File: src/rtl/hcbp_pkg.sv
// shared constants, command codes and transfer structs for the huffman bit packer
package hcbp_pkg;

  // code and alphabet limits
  localparam int MAX_CODE_LEN  = 32;
  localparam int ALPHABET_SIZE = 256;
  localparam int BYTE_BITS     = 8;
  localparam int SYM_BITS      = 8;
  localparam int CODE_BITS     = 32;
  localparam int LEN_BITS      = 6;
  localparam int CODE_LIMIT    = (MAX_CODE_LEN < CODE_BITS) ? MAX_CODE_LEN : CODE_BITS;
  localparam int TBL_AW        = (ALPHABET_SIZE > 1) ? $clog2(ALPHABET_SIZE) : 1;

  // input bus layout
  localparam int CMD_BITS      = 2;
  localparam int S_DATA_BITS   = 48;

  // job queue between front and back
  localparam int QDEPTH        = 4;
  localparam int QAW           = $clog2(QDEPTH);
  localparam int QCNT_BITS     = $clog2(QDEPTH + 2);

  // bit buffer in the back end: up to seven leftover bits plus one full code
  localparam int BUF_BITS      = CODE_BITS + BYTE_BITS;
  localparam int CNT_BITS      = $clog2(BUF_BITS + 1);

  typedef enum logic [CMD_BITS-1:0] {
    CMD_LOAD   = 2'd0,
    CMD_ENCODE = 2'd1,
    CMD_FLUSH  = 2'd2
  } cmd_t;

  // one code table entry, code left-aligned
  typedef struct packed {
    logic [LEN_BITS-1:0]  len;
    logic [CODE_BITS-1:0] code;
  } tbl_entry_t;

  localparam int TBL_BITS = $bits(tbl_entry_t);

  // one job for the back end
  typedef struct packed {
    logic                 flush;
    logic [CODE_BITS-1:0] code;
    logic [LEN_BITS-1:0]  len;
  } job_t;

endpackage

File: src/rtl/hcbp_back.sv
// back end: packs code bits msb first into bytes and drives the output register
module hcbp_back (
  input  logic                  clk,
  input  logic                  rst,
  input  logic                  head_valid,
  input  hcbp_pkg::job_t        head,
  output logic                  pop,
  output logic                  m_tvalid,
  input  logic                  m_tready,
  // out_byte [7:0]
  output logic [7:0]            m_tdata,
  output logic                  m_tlast
);

  logic [hcbp_pkg::BUF_BITS-1:0]  bit_buf;
  logic [hcbp_pkg::BUF_BITS-1:0]  bit_buf_next;
  logic [hcbp_pkg::BUF_BITS-1:0]  buf_rem;
  logic [hcbp_pkg::CNT_BITS-1:0]  cnt;
  logic [hcbp_pkg::CNT_BITS-1:0]  cnt_next;
  logic [hcbp_pkg::CNT_BITS-1:0]  cnt_rem;
  logic                           slot_free;
  logic                           emit_full;
  logic                           emit_flush;
  logic                           pop_enc;
  logic                           pop_flush;

  // output slot can take a byte this cycle
  assign slot_free = !m_tvalid || m_tready;
  assign emit_full = slot_free && (cnt >= hcbp_pkg::CNT_BITS'(hcbp_pkg::BYTE_BITS));

  // buffer after a possible full-byte emit
  assign cnt_rem = emit_full ? cnt - hcbp_pkg::CNT_BITS'(hcbp_pkg::BYTE_BITS) : cnt;
  assign buf_rem = emit_full ? (bit_buf << hcbp_pkg::BYTE_BITS) : bit_buf;

  // job selection: append a code once under a byte is left, flush when no full byte waits
  assign pop_enc    = head_valid && !head.flush
                      && (cnt_rem < hcbp_pkg::CNT_BITS'(hcbp_pkg::BYTE_BITS));
  assign pop_flush  = head_valid && head.flush && slot_free
                      && (cnt < hcbp_pkg::CNT_BITS'(hcbp_pkg::BYTE_BITS));
  assign emit_flush = pop_flush && (cnt != '0);
  assign pop        = pop_enc || pop_flush;

  // bit buffer next state
  always_comb begin
    if (pop_flush) begin
      bit_buf_next = '0;
      cnt_next     = '0;
    end else if (pop_enc) begin
      bit_buf_next = buf_rem | ({head.code, hcbp_pkg::BYTE_BITS'(0)} >> cnt_rem);
      cnt_next     = cnt_rem + hcbp_pkg::CNT_BITS'(head.len);
    end else begin
      bit_buf_next = buf_rem;
      cnt_next     = cnt_rem;
    end
  end

  // bit buffer registers
  always_ff @(posedge clk) begin
    if (rst) begin
      bit_buf <= '0;
      cnt     <= '0;
    end else begin
      bit_buf <= bit_buf_next;
      cnt     <= cnt_next;
    end
  end

  // output register
  always_ff @(posedge clk) begin
    if (rst) begin
      m_tvalid <= 1'b0;
    end else if (emit_full || emit_flush) begin
      m_tvalid <= 1'b1;
    end else if (m_tready) begin
      m_tvalid <= 1'b0;
    end
  end

  always_ff @(posedge clk) begin
    if (emit_full || emit_flush) begin
      m_tdata <= bit_buf[hcbp_pkg::BUF_BITS-1 -: hcbp_pkg::BYTE_BITS];
      m_tlast <= emit_flush;
    end
  end

endmodule

File: config.mk
export PLATFORM = sky130hd
export DESIGN_NAME = hcbp_back
export DESIGN_NICKNAME = d
export VERILOG_FILES = /design/src/rtl/hcbp_pkg.sv /design/src/rtl/hcbp_back.sv
export SDC_FILE = /design/constraint.sdc
export NUM_CORES = 1
export LEC_CHECK = 0
export BUFFER_PORTS_ARGS = -buffer_cell sky130_fd_sc_hd__buf_2
export CAP_MARGIN = 25
export CORE_ASPECT_RATIO = 1.1
export CORE_MARGIN = 2
export CORE_UTILIZATION = 50
export CTS_CLUSTER_DIAMETER = 30
export DETAILED_ROUTE_END_ITERATION = 7
export PLACE_DENSITY = 0.71
export SYNTH_ARGS = -nofsm -noshare
export SYNTH_HDL_FRONTEND = slang
export SYNTH_SLANG_ARGS = --single-unit
File: constraint.sdc
create_clock -name clk -period 3.4 [get_ports clk]
set_input_delay 0.34 -clock clk [delete_from_list [all_inputs] [get_ports clk]]
set_output_delay 0.34 -clock clk [all_outputs]
set_load 0.03 [all_outputs]
==> impl_results.md <==
- Status: finished, final reports clean
- RSZ-0062 raised after global routing: false
- Maximum clock path buffer count: 2
- # Post-CTS Setup Buffers: 0
- Dpl hpwl: 6050 um
- CTS tree: built
- Mapped Area: 3710 um2
- CP top delay family: compound AO/OA/AOI/OAI gates
- Ant diodes: 0
- Total GRT Usage: 0.214
- Fmax: 415 MHz
- Adder-Cell Fraction of Synth Area: 0.0290
- Row count: 32
- CP required: 3.59 ns
- First-pass GRT wire length: 14000 um
- Post-Synth XOR/XNOR Area: 0.0118
- Power per Cell Area: 758 nW/um2
- Crit path DAT: 2.59 ns
- WP buf/inv: 1
- Vias in the first global route: ~2800
- Initial antenna violation count: 0
- Port bufs: 53
- Number of flops mapped to enable cells by yosys: 9
- Cell variety after synth: between 50 and 60
- IO Pins: 54
- Grt ovf: 0
- DIE WIDTH: around 86 um
- Max_slew headroom: 0.405
- Core ar.: roughly 7100 um2
- Nets@finish: 510
- Synth Flop Type: dfxtp_1
- Via count: about 3200
- Post-cts sizing count: 0
- WL met1: approximately 4000 um
- Filler instances: 672
- Setup Crit Path Kind: register to register
- Post-synthesis mux area share: 0.213
- Pins Over Slew Limit: 0
- CP Max Fanout: 9
- Simple-gate share of the synthesized area: 0.198
- Routed wire length: a little over 8000 um
- Peak supply drop: 502 uV
- Tmin final: around 2.4 ns
- Synth async-reset ratio: 0
- Share of cells above drive strength 1: 0.233
- Synth Instances: between 400 and 500
- Final antenna-violating net count: 0
- Synth Area in Compound Gates: 0.159
- Slew @ Worst Pin: 0.892 ns
- CTS Sinks: 56
- Dpl ws: 0.894 ns
- Die Y: 94.3 um
- Wire length on met3: 432 um
- Die area: 8120 um2
- H-Tree Depth: 2
- DR pass1 iterations: 4
- DRC: 0
- CTS root buf: clkbuf_8
- Hold Vio Cnt, Final: 0
- Final setup TNS: 0 ns
- Final setup fails: 0
- Initial Util: 0.523
- Area Overhead vs Synth: 8.67%
- Vias/cell: 5.86
- Worst clock skew: 0.00552 ns
- Largest family of logic cells by synthesized area: multiplexers
- Clk Latency, worst-skew pair: 0.31 ns
- Total length of routed met2 wires: 3850 um
- Yosys reg bits: between 50 and 60
- Reg clk slew, reported paths: 0.10 ns
- DR iter-0 viols: 231
- Post-route setup slack: 0.991 ns
- Max_cap viols: 0
- RD Place Congestion: between 0.8 and 0.9
- Delay of the slowest critical-path stage: 0.38 ns
- Leak pwr: 1.49 nW
- Mean Syn Cell Area: 8.70 um2
- CP Capture Type: register
- Post-synthesis sequential area ratio: 0.327
- Largest net degree at the start of global routing: a little over 40
- Hold WC Path Type: input port to register
- Routed wire length per instance: 15.2 um
- Crit start category: register
- Syn_nets: 477
- Uppermost layer routed: met4
- Cells along the critical path: o21bai_1 > o21a_4 > inv_1 > ha_1 > and2_1 > a311o_1 > a21oi_1 > xor2_1 > o22ai_1
- Total CTS buffers: 5
- Critical path's slowest cell: dfxtp_1
- Final Cycle Share: 0.709
- Hold buffers post-CTS: 0
- Yosys warning total: 0
[per-layer routing]
metal  track usage  up-vias
met2         0.346      116
met3        0.0264        7
met1         0.306     1485
met5             0        -
li1              -     1584
met4        0.0542        0
[per-stage QoR]
stage | util | hold WS, ns | area (um2) | cells | power [mW]
3_3_place_gp | 0.555 | 0.414 | 3940 | 537 | 2.66
5_1_grt | 0.569 | 0.177 | 4030 | 545 | 3.28
2_1_floorplan | - | 0.408 | 3710 | 426 | 2.34
6_report | 0.569 | 0.181 | 4030 | 545 | 3.05
4_1_cts | 0.569 | 0.177 | 4030 | 545 | 3.05
3_5_place_dp | 0.555 | 0.418 | 3940 | 537 | 2.68
[state kept, by name, indices dropped and copies added (netlist names)]
signal and cells:
bit_buf 40, m_tdata 8, cnt 6, m_tlast 1, m_tvalid 1
[cells in the mapped netlist (2+ instances only)]
library cell / n / area, um2
nand2_1: 131 / 492
dfxtp_1: 47 / 941
a31oi_1: 32 / 200
nor2_1: 25 / 93.8
mux4_2: 24 / 541
a21oi_1: 21 / 105
mux2i_1: 16 / 160
clkbuf_1: 12 / 45.0
o21ai_0: 10 / 50.1
buf_4: 9 / 67.6
edfxtp_1: 9 / 270
buf_2: 8 / 40.0
ha_1: 7 / 87.6
mux2_2: 7 / 78.8
inv_1: 5 / 18.8
buf_6: 4 / 45.0
nor2b_1: 4 / 25.0
o22ai_1: 4 / 25.0
and2_1: 3 / 18.8
nand2b_1: 3 / 18.8
o21ai_1: 3 / 15.0
or3_1: 3 / 18.8
xnor2_1: 3 / 26.3
a21o_1: 2 / 15.0
a22oi_1: 2 / 15.0
a2bb2oi_1: 2 / 17.5
nand3_1: 2 / 10.0
nand3b_1: 2 / 15.0
or2_1: 2 / 12.5
xor2_1: 2 / 17.5
[worst reg2reg max path, delay by kind of cell (launching register included)]
family	cells	cell delay (ns)
XOR/XNOR	1	0.19
AO/OA/AOI/OAI	5	1.04
adder cells (fa/ha/maj)	1	0.31
buffers and inverters	1	0.21
AND/OR/NAND/NOR	1	0.15
flip-flops	1	0.38
[path summary, 6_finish.rpt]
kind / slack [ns] / cells past startpoint / endpoint / start
max reg2reg: 0.99 / 9 / cnt[5]$_SDFF_PP0_ / cnt[3]$_SDFF_PP0_
max: 0.99 / 9 / cnt[5]$_SDFF_PP0_ / cnt[3]$_SDFF_PP0_
min: 0.18 / 2 / m_tvalid$_SDFFE_PP0P_ / rst
min reg2reg: 0.44 / 2 / bit_buf[0]$_SDFF_PP0_ / bit_buf[0]$_SDFF_PP0_
[cell type report]
class / count / area [um2] / share of cell area
timing repair buffer: 60 / 330 / 0.0820
multi-input combinational: 331 / 2270 / 0.563
tap: 85 / 106 / 0.0264
clock inverter: 3 / 25.0 / 0.00621
clock buffer: 5 / 68.8 / 0.0171
inverter: 5 / 18.8 / 0.00466
sequential: 56 / 1210 / 0.301
[layout by cell type, fill, tap and decap left out, types with 2 or more instances in the layout]
cell type / synthesis / routed
buf_4: 9 / 6
mux2_2: 7 / 7
nand3_1: 2 / 2
ha_1: 7 / 7
nand3b_1: 2 / 2
a2bb2oi_1: 2 / 2
buf_2: 8 / 53
o21ai_1: 3 / 3
mux2i_1: 16 / 16
o22ai_1: 4 / 4
inv_1: 5 / 5
nand2b_1: 3 / 3
nand2_1: 131 / 131
or3_1: 3 / 3
mux4_2: 24 / 24
and2_1: 3 / 3
a21o_1: 2 / 2
xnor2_1: 3 / 3
xor2_1: 2 / 2
a22oi_1: 2 / 2
dfxtp_1: 47 / 46
nor2_1: 25 / 24
clkbuf_8: 0 / 5
o21ai_0: 10 / 10
a31oi_1: 32 / 32
or2_1: 2 / 2
inv_6: 0 / 2
edfxtp_1: 9 / 9
a21oi_1: 21 / 21
nor2b_1: 4 / 4
[cells by family after synthesis]
group,count (synthesis)
flip-flops,56
AO/OA/AOI/OAI,91
multiplexers,48
XOR/XNOR,5
buffers and inverters,39
adder cells (fa/ha/maj),8
AND/OR/NAND/NOR,179
[report_power, final]
part           switching, mW  leakage (nW)  internal, mW
logic                   1.08         0.976         0.597
clock network          0.235        0.0452         0.151
registers              0.109         0.472         0.884
(Power assumes the default switching activity.)
