==> src/rtl/hcbp_pkg.sv <==
// shared constants, command codes and transfer structs for the huffman bit packer
package hcbp_pkg;

  // code and alphabet limits
  localparam int MAX_CODE_LEN  = 32;
  localparam int ALPHABET_SIZE = 256;
  localparam int BYTE_BITS     = 8;
  localparam int SYM_BITS      = 8;
  localparam int CODE_BITS     = 32;
  localparam int LEN_BITS      = 6;
  localparam int CODE_LIMIT    = (MAX_CODE_LEN < CODE_BITS) ? MAX_CODE_LEN : CODE_BITS;
  localparam int TBL_AW        = (ALPHABET_SIZE > 1) ? $clog2(ALPHABET_SIZE) : 1;

  // input bus layout
  localparam int CMD_BITS      = 2;
  localparam int S_DATA_BITS   = 48;

  // job queue between front and back
  localparam int QDEPTH        = 4;
  localparam int QAW           = $clog2(QDEPTH);
  localparam int QCNT_BITS     = $clog2(QDEPTH + 2);

  // bit buffer in the back end: up to seven leftover bits plus one full code
  localparam int BUF_BITS      = CODE_BITS + BYTE_BITS;
  localparam int CNT_BITS      = $clog2(BUF_BITS + 1);

  typedef enum logic [CMD_BITS-1:0] {
    CMD_LOAD   = 2'd0,
    CMD_ENCODE = 2'd1,
    CMD_FLUSH  = 2'd2
  } cmd_t;

  // one code table entry, code left-aligned
  typedef struct packed {
    logic [LEN_BITS-1:0]  len;
    logic [CODE_BITS-1:0] code;
  } tbl_entry_t;

  localparam int TBL_BITS = $bits(tbl_entry_t);

  // one job for the back end
  typedef struct packed {
    logic                 flush;
    logic [CODE_BITS-1:0] code;
    logic [LEN_BITS-1:0]  len;
  } job_t;

endpackage

==> src/rtl/hcbp_fifo.sv <==
// short job queue between front and back end
module hcbp_fifo (
  input  logic                            clk,
  input  logic                            rst,
  input  logic                            push,
  input  hcbp_pkg::job_t                  push_job,
  input  logic                            pop,
  output logic                            head_valid,
  output hcbp_pkg::job_t                  head,
  output logic [hcbp_pkg::QCNT_BITS-1:0]  count
);

  hcbp_pkg::job_t                slots [hcbp_pkg::QDEPTH];
  logic [hcbp_pkg::QAW-1:0]      wr_ptr;
  logic [hcbp_pkg::QAW-1:0]      rd_ptr;

  assign head_valid = (count != '0);
  assign head       = slots[rd_ptr];

  // storage, no reset needed
  always_ff @(posedge clk) begin
    if (push) begin
      slots[wr_ptr] <= push_job;
    end
  end

  // pointers and fill count
  always_ff @(posedge clk) begin
    if (rst) begin
      wr_ptr <= '0;
      rd_ptr <= '0;
      count  <= '0;
    end else begin
      if (push) begin
        wr_ptr <= wr_ptr + hcbp_pkg::QAW'(1);
      end
      if (pop) begin
        rd_ptr <= rd_ptr + hcbp_pkg::QAW'(1);
      end
      if (push && !pop) begin
        count <= count + hcbp_pkg::QCNT_BITS'(1);
      end else if (pop && !push) begin
        count <= count - hcbp_pkg::QCNT_BITS'(1);
      end
    end
  end

endmodule

==> config.mk <==
export PLATFORM = sky130hd
export DESIGN_NAME = hcbp_fifo
export DESIGN_NICKNAME = d
export VERILOG_FILES = /design/src/rtl/hcbp_pkg.sv /design/src/rtl/hcbp_fifo.sv
export SDC_FILE = /design/constraint.sdc
export NUM_CORES = 1
export LEC_CHECK = 0
export BUFFER_PORTS_ARGS = -buffer_cell sky130_fd_sc_hd__buf_2
export CAP_MARGIN = 15
export CORE_ASPECT_RATIO = 0.5
export CORE_UTILIZATION = 55
export CTS_CLUSTER_DIAMETER = 100
export DETAILED_ROUTE_END_ITERATION = 10
export PLACE_DENSITY = 0.77
export REMOVE_ABC_BUFFERS = 1
export SYNTH_ARGS = -nofsm -noshare
export SYNTH_HDL_FRONTEND = slang
export SYNTH_SLANG_ARGS = --single-unit
==> constraint.sdc <==
create_clock -name clk -period 2.5 [get_ports clk]
set_clock_uncertainty 0.15 [all_clocks]
set_input_delay 0.125 -clock clk [delete_from_list [all_inputs] [get_ports clk]]
set_output_delay 0.125 -clock clk [all_outputs]
set_load 0.01 [all_outputs]
==> results.yml, run 1 <==
global_route:
  grt_pass1_vias: 3173
  gr-total-overflow: 0
  grt_first_pass_wirelength_um: 17790
  track_usage_pct: 22.45
  antenna_found_initial: 0
  grt_max_degree: 40
critical_path:
  crit_type: "register to primary output"
  r2r_cells: 4
  reg2reg_to: "slots[1][31]"
  ff2ff_setup_slack_ns: 0.66
  slowest_delay_ns: 0.61
  startpoint_type: "register"
  crit_chain: "buf_12, mux4_2, buf_2"
  critPathMaxFanout: 16
  crit_path_top_delay_cell: "dfxtp_2"
  r2r_start: "wr_ptr[1]"
  crit_arrival_ns: 2.03
  cp.required_ns: 2.23
  end_kind: "primary output"
timing:
  rsz0062_at_grt: "no"
  final-hold-violation-count: 0
  finalCritPeriodShare_pct: 92.10
  fin_crit_ns: 2.302
  setup_violations: 0
  max_freq_mhz: 434.3
  drv_slew: 0
  relSlewSlack_pct: 61.93
  worstMarginPinSlew_ns: 0.5710
  whs_ns: 0.3070
floorplan:
  die_h_um: 76.11
  core_um2: 10440
  die_area_um2: 11430
  start_util_pct: 57.85
  fp-row-count: 26
  ios: 86
  die_w_um: 150.2
detailed_routing:
  wire_per_inst_um: 21.26
  dr_total_vias: 2971
  routed_wl_um: 11610
  drcViolationCount: 0
  routed_via_density: 5.441
  drt_pre_antenna_iters: 4
  ant_nets: 0
  drt_iter0_markers: 170
yosys:
  avgSynthCellArea_um2: 24.56
  ys_ff_latch: 165
  netlist_instances: 246
  ys_types: 19
  ys_seq_area_share_pct: 80.53
  yosys_warnings: 0
  syn_area_um2: 6041
final_layout:
  postLayoutCellArea_um2: 7735
  area_growth_pct: 28.04
  drive_gt1_share_pct: 42.36
  nNetsFinal: 442
  fill_cells: 583
  layout_common_cells: "edfxtp_1, buf_2, dlygate4sd3_1"
  n_antenna_cell: 0
  layout.cells.non_filler: 546
  final_common_cell: "edfxtp_1"
cts:
  insertion_delay_ns: 0.42
  tritoncts: "yes"
  ctsHtreeMaxLevel: 4
  post_cts_buffers: 0
  clkTransAtPathRegs_ns: 0.06
  clock_path_buffers: 2
  post_cts_resized: 0
  ctsHoldBuffers: 42
  numCtsBuffers: 17
  cts.sinks: 165
  cts-root-buf: "clkbuf_16"
place:
  io_buffers: 85
  dp.cells: 472
  dpl_cell_area_um2: 6715
  place_congestion: 0.7173
  dp_hpwl_um: 6552
hold_path:
  hold_path.class: "input pin to register"
  min_to: "slots[2][30]"
  hold_start: "push_job[30]"
  holdPathStages: 2
power:
  power_mw: 6.437
  p_leak_nw: 2.730
  p_per_area_nw_per_um2: 832.2
  ir_worst_vdd_mv: 0.4959
status:
  status: "complete, no violations"
job:
  cap_violations: 0
kinds of logic (layout without fill, tap and decap cells):
logic type | after synthesis | in the layout | synth area share, %
XOR/XNOR | 5 | 5 | 0.7251
buffers and inverters | 13 | 173 | 1.222
adder cells (fa/ha/maj) | 6 | 6 | 1.367
AND/OR/NAND/NOR | 14 | 14 | 1.118
multiplexers | 41 | 41 | 14.87
flip-flops | 165 | 165 | 80.53
AO/OA/AOI/OAI | 2 | 2 | 0.1655
sequential cells by signal, summed over array words and instances (netlist names), named ones only:
name / cells
rd_ptr: 2
slots: 156
count: 3
wr_ptr: 2
area by class of cell:
cell class	count	area (um2)	area share [%]
Inverter	4	15.01	0.1941
Multi-Input combinational cell	68	1107	14.32
Tap cell	140	175.2	2.265
Clock buffer	22	539.3	6.972
Sequential cell	165	4867	62.92
Clock inverter	10	60.06	0.7764
Timing Repair Buffer	137	970.9	12.55
through the flow:
step,util (%),TNS [ns],worst slack (ns)
after global routing,74.07,0,0.08834
after CTS,74.07,0,0.1971
after floorplan,-,-7.343,-0.1883
final,74.07,0,0.1975
after global placement,64.31,0,0.6926
after detailed placement,64.31,0,0.6615
cell usage after synthesis:
| cell type | number | share of area [%] |
|---|---|---|
| buf_2 | 2 | 0.17 |
| nor2_1 | 7 | 0.44 |
| mux4_2 | 39 | 15 |
| fa_1 | 1 | 0.33 |
| xnor2_1 | 2 | 0.29 |
| edfxtp_1 | 156 | 78 |
| and2_1 | 4 | 0.41 |
| or3_1 | 2 | 0.21 |
| clkbuf_1 | 3 | 0.19 |
| mux2i_1 | 2 | 0.33 |
| dfxtp_1 | 9 | 3.0 |
| ha_1 | 5 | 1.0 |
| buf_6 | 2 | 0.37 |
| inv_1 | 4 | 0.25 |
| a21oi_1 | 1 | 0.083 |
| xor2_1 | 3 | 0.44 |
| buf_4 | 2 | 0.25 |
| o21ai_0 | 1 | 0.083 |
| nand2_1 | 1 | 0.062 |
layer usage:
layer  vias to the layer above  part of all wire (%)  GRT usage, %
li1                       1324                     -             -
met1                      1519                    40         28.26
met2                       110                    52         36.44
met3                        18                   5.9         6.886
met4                         0                   1.8         9.697
met5                         -                     0             0
critical path: cells and delay by family, from the launching register on:
family                 cells  cell delay [ns]
flip-flops                 1             0.61
multiplexers               1             0.57
buffers and inverters      2             0.41
worst max-delay path by stage:
stage / startpoint / end / slack, ns
after floorplan: register / head[0] / -0.19
after global placement: register / head[33] / 0.69
after detailed placement: wr_ptr[1] / slots[1][1] / 0.66
after CTS: register / head[13] / 0.20
after global routing: register / head[13] / 0.09
final: register / head[13] / 0.20
report_power, final:
group          total, mW  internal, mW  switching, mW  leakage [nW]
Combinational      0.650         0.339          0.312         0.920
Clock               2.55          1.53           1.02         0.303
Sequential          3.24          3.17         0.0692          1.51
No activity file was read; power rests on OpenSTA's default activity.
==> run 2: changes to the inputs <==
--- a/config.mk
+++ b/config.mk
@@ -5,13 +5,13 @@
 export SDC_FILE = /design/constraint.sdc
 export NUM_CORES = 1
 export LEC_CHECK = 0
-export BUFFER_PORTS_ARGS = -buffer_cell sky130_fd_sc_hd__buf_2
 export CAP_MARGIN = 15
 export CORE_ASPECT_RATIO = 0.5
 export CORE_UTILIZATION = 55
 export CTS_CLUSTER_DIAMETER = 100
 export DETAILED_ROUTE_END_ITERATION = 10
-export PLACE_DENSITY = 0.77
+export DONT_BUFFER_PORTS = 1
+export PLACE_DENSITY = 0.7
 export REMOVE_ABC_BUFFERS = 1
 export SYNTH_ARGS = -nofsm -noshare
 export SYNTH_HDL_FRONTEND = slang
==> results.yml, run 2 (synthesis results as in run 1) <==
floorplan:
  core_um2: 10440
  die_h_um: 76.11
  start_util_pct: 57.85
  fp-row-count: 26
  die_area_um2: 11430
  die_w_um: 150.2
  ios: 86
global_route:
  gr-total-overflow: 0
  grt_first_pass_wirelength_um: 15760
  track_usage_pct: 19.72
  grt_max_degree: 32
  grt_pass1_vias: 2844
  antenna_found_initial: 0
critical_path:
  startpoint_type: "input pin"
  crit_type: "input pin to register"
  critPathMaxFanout: 5
  end_kind: "register"
  cp.required_ns: 2.70
  crit_arrival_ns: 2.58
detailed_routing:
  drcViolationCount: 0
  drt_pre_antenna_iters: 4
  ant_nets: 0
  routed_via_density: 5.707
  routed_wl_um: 10340
  dr_total_vias: 2631
  drt_iter0_markers: 159
  wire_per_inst_um: 22.43
power:
  p_sw_share_pct: 20.46
  p_comb_share_pct: 8.4
  p_seq_share_pct: 50.8
  power_mw: 6.373
  clock_power_share_pct: 40.9
  switchingPower_mw: 1.304
  internal_power_mw: 5.069
  p_leak_nw: 2.400
  ir_worst_vdd_mv: 0.5167
  p_per_area_nw_per_um2: 867.8
timing:
  finalCritPeriodShare_pct: 95.29
  rsz0062_at_grt: "no"
  setup_violations: 0
  whs_ns: 0.04156
  final-hold-violation-count: 0
  worstMarginPinSlew_ns: 0.5244
  fin_crit_ns: 2.382
  drv_slew: 0
  relSlewSlack_pct: 65.04
  max_freq_mhz: 419.8
final_layout:
  layout_common_cells: "edfxtp_1, dlygate4sd3_1, mux4_2"
  fill_cells: 612
  largest_register_ffs: 156
  final_common_cell: "edfxtp_1"
  drive_gt1_share_pct: 25.86
  postLayoutCellArea_um2: 7343
  area_growth_pct: 21.56
  n_antenna_cell: 0
  top_register: "slots"
  seq_area_um2: 4867
  reg_top3: "slots (156), count (3)"
  multi_input_area_um2: 1110
  utilization_pct: 70.32
  nNetsFinal: 358
status:
  status: "complete, no violations"
place:
  dp_hpwl_um: 6070
  dpl_cell_area_um2: 6315
  io_buffers: 0
  place_congestion: 0.7089
cts:
  clock_path_buffers: 2
  post_cts_buffers: 0
  insertion_delay_ns: 0.41
  clkTransAtPathRegs_ns: 0.06
  ctsHtreeMaxLevel: 4
  cts-root-buf: "clkbuf_16"
  tritoncts: "yes"
  numCtsBuffers: 17
  cts.sinks: 165
job:
  cap_violations: 0
hold_path:
  hold_path.class: "input pin to register"
## run 2: changes by cell type in the layout (fill, tap and decap cells not counted), sizes merged
cell / delta
clkbuf: -4
inv: -2
dlymetal6s4s: +1
clkinv: +1
buf: -85
bufinv: +4
## run 2: metal layers
metal / vias to the layer above / part of all wire [%] / track usage (%)
li1: 1151 / - / -
met1: 1404 / 42 / 24.69
met2: 74 / 52 / 31.48
met3: 2 / 6.0 / 7.545
met4: 0 / 0.15 / 7.475
met5: - / 0 / 0
## run 2: through the flow
step	cells	TNS (ns)	setup WS [ns]
2_1_floorplan	237	-7.343	-0.1883
3_3_place_gp	387	0	0.7231
3_5_place_dp	387	0	0.6742
4_1_cts	461	0	0.1383
5_1_grt	461	0	0.01412
6_report	461	0	0.1178
## run 2: worst paths after layout
path         startpoint        end  slack [ns]  cells after the start
max                push   count[2]        0.12                      8
min                 pop  rd_ptr[0]        0.04                      3
max reg2reg    count[0]   count[2]        0.28                      5
min reg2reg   rd_ptr[0]  rd_ptr[0]        0.40                      2
## run 2: power by group through the flow
stage	registers, mW	logic (mW)	clock network [mW]
2_1_floorplan	3.30	0.312	0
3_3_place_gp	3.29	0.445	0
3_5_place_dp	3.30	0.454	0
4_1_cts	3.24	0.540	2.64
5_1_grt	3.25	0.569	2.76
6_report	3.24	0.532	2.60
## run 2: repair_timing
item                                   in CTS  in global routing
endpoints found under the hold margin     165                  0
gates resized for setup                     0                  2
setup endpoints to repair                   0                  1
hold buffers                               43                  0
## run 2: layout make-up
cell class,count,share of cell area [%]
timing repair buffer,53,7.940
clock inverter,13,2.232
clock buffer,18,5.844
tap,140,2.385
multi-input combinational,68,15.11
inverter,4,0.2045
sequential,165,66.28
## run 2: critical path: stages
cell           delay (ns)
dlygate4sd3_1        0.63
ha_2                 0.23
inv_1                0.05
fa_1                 0.37
xor2_1               0.17
or3_1                0.30
a21oi_1              0.15
dlygate4sd3_1        0.56
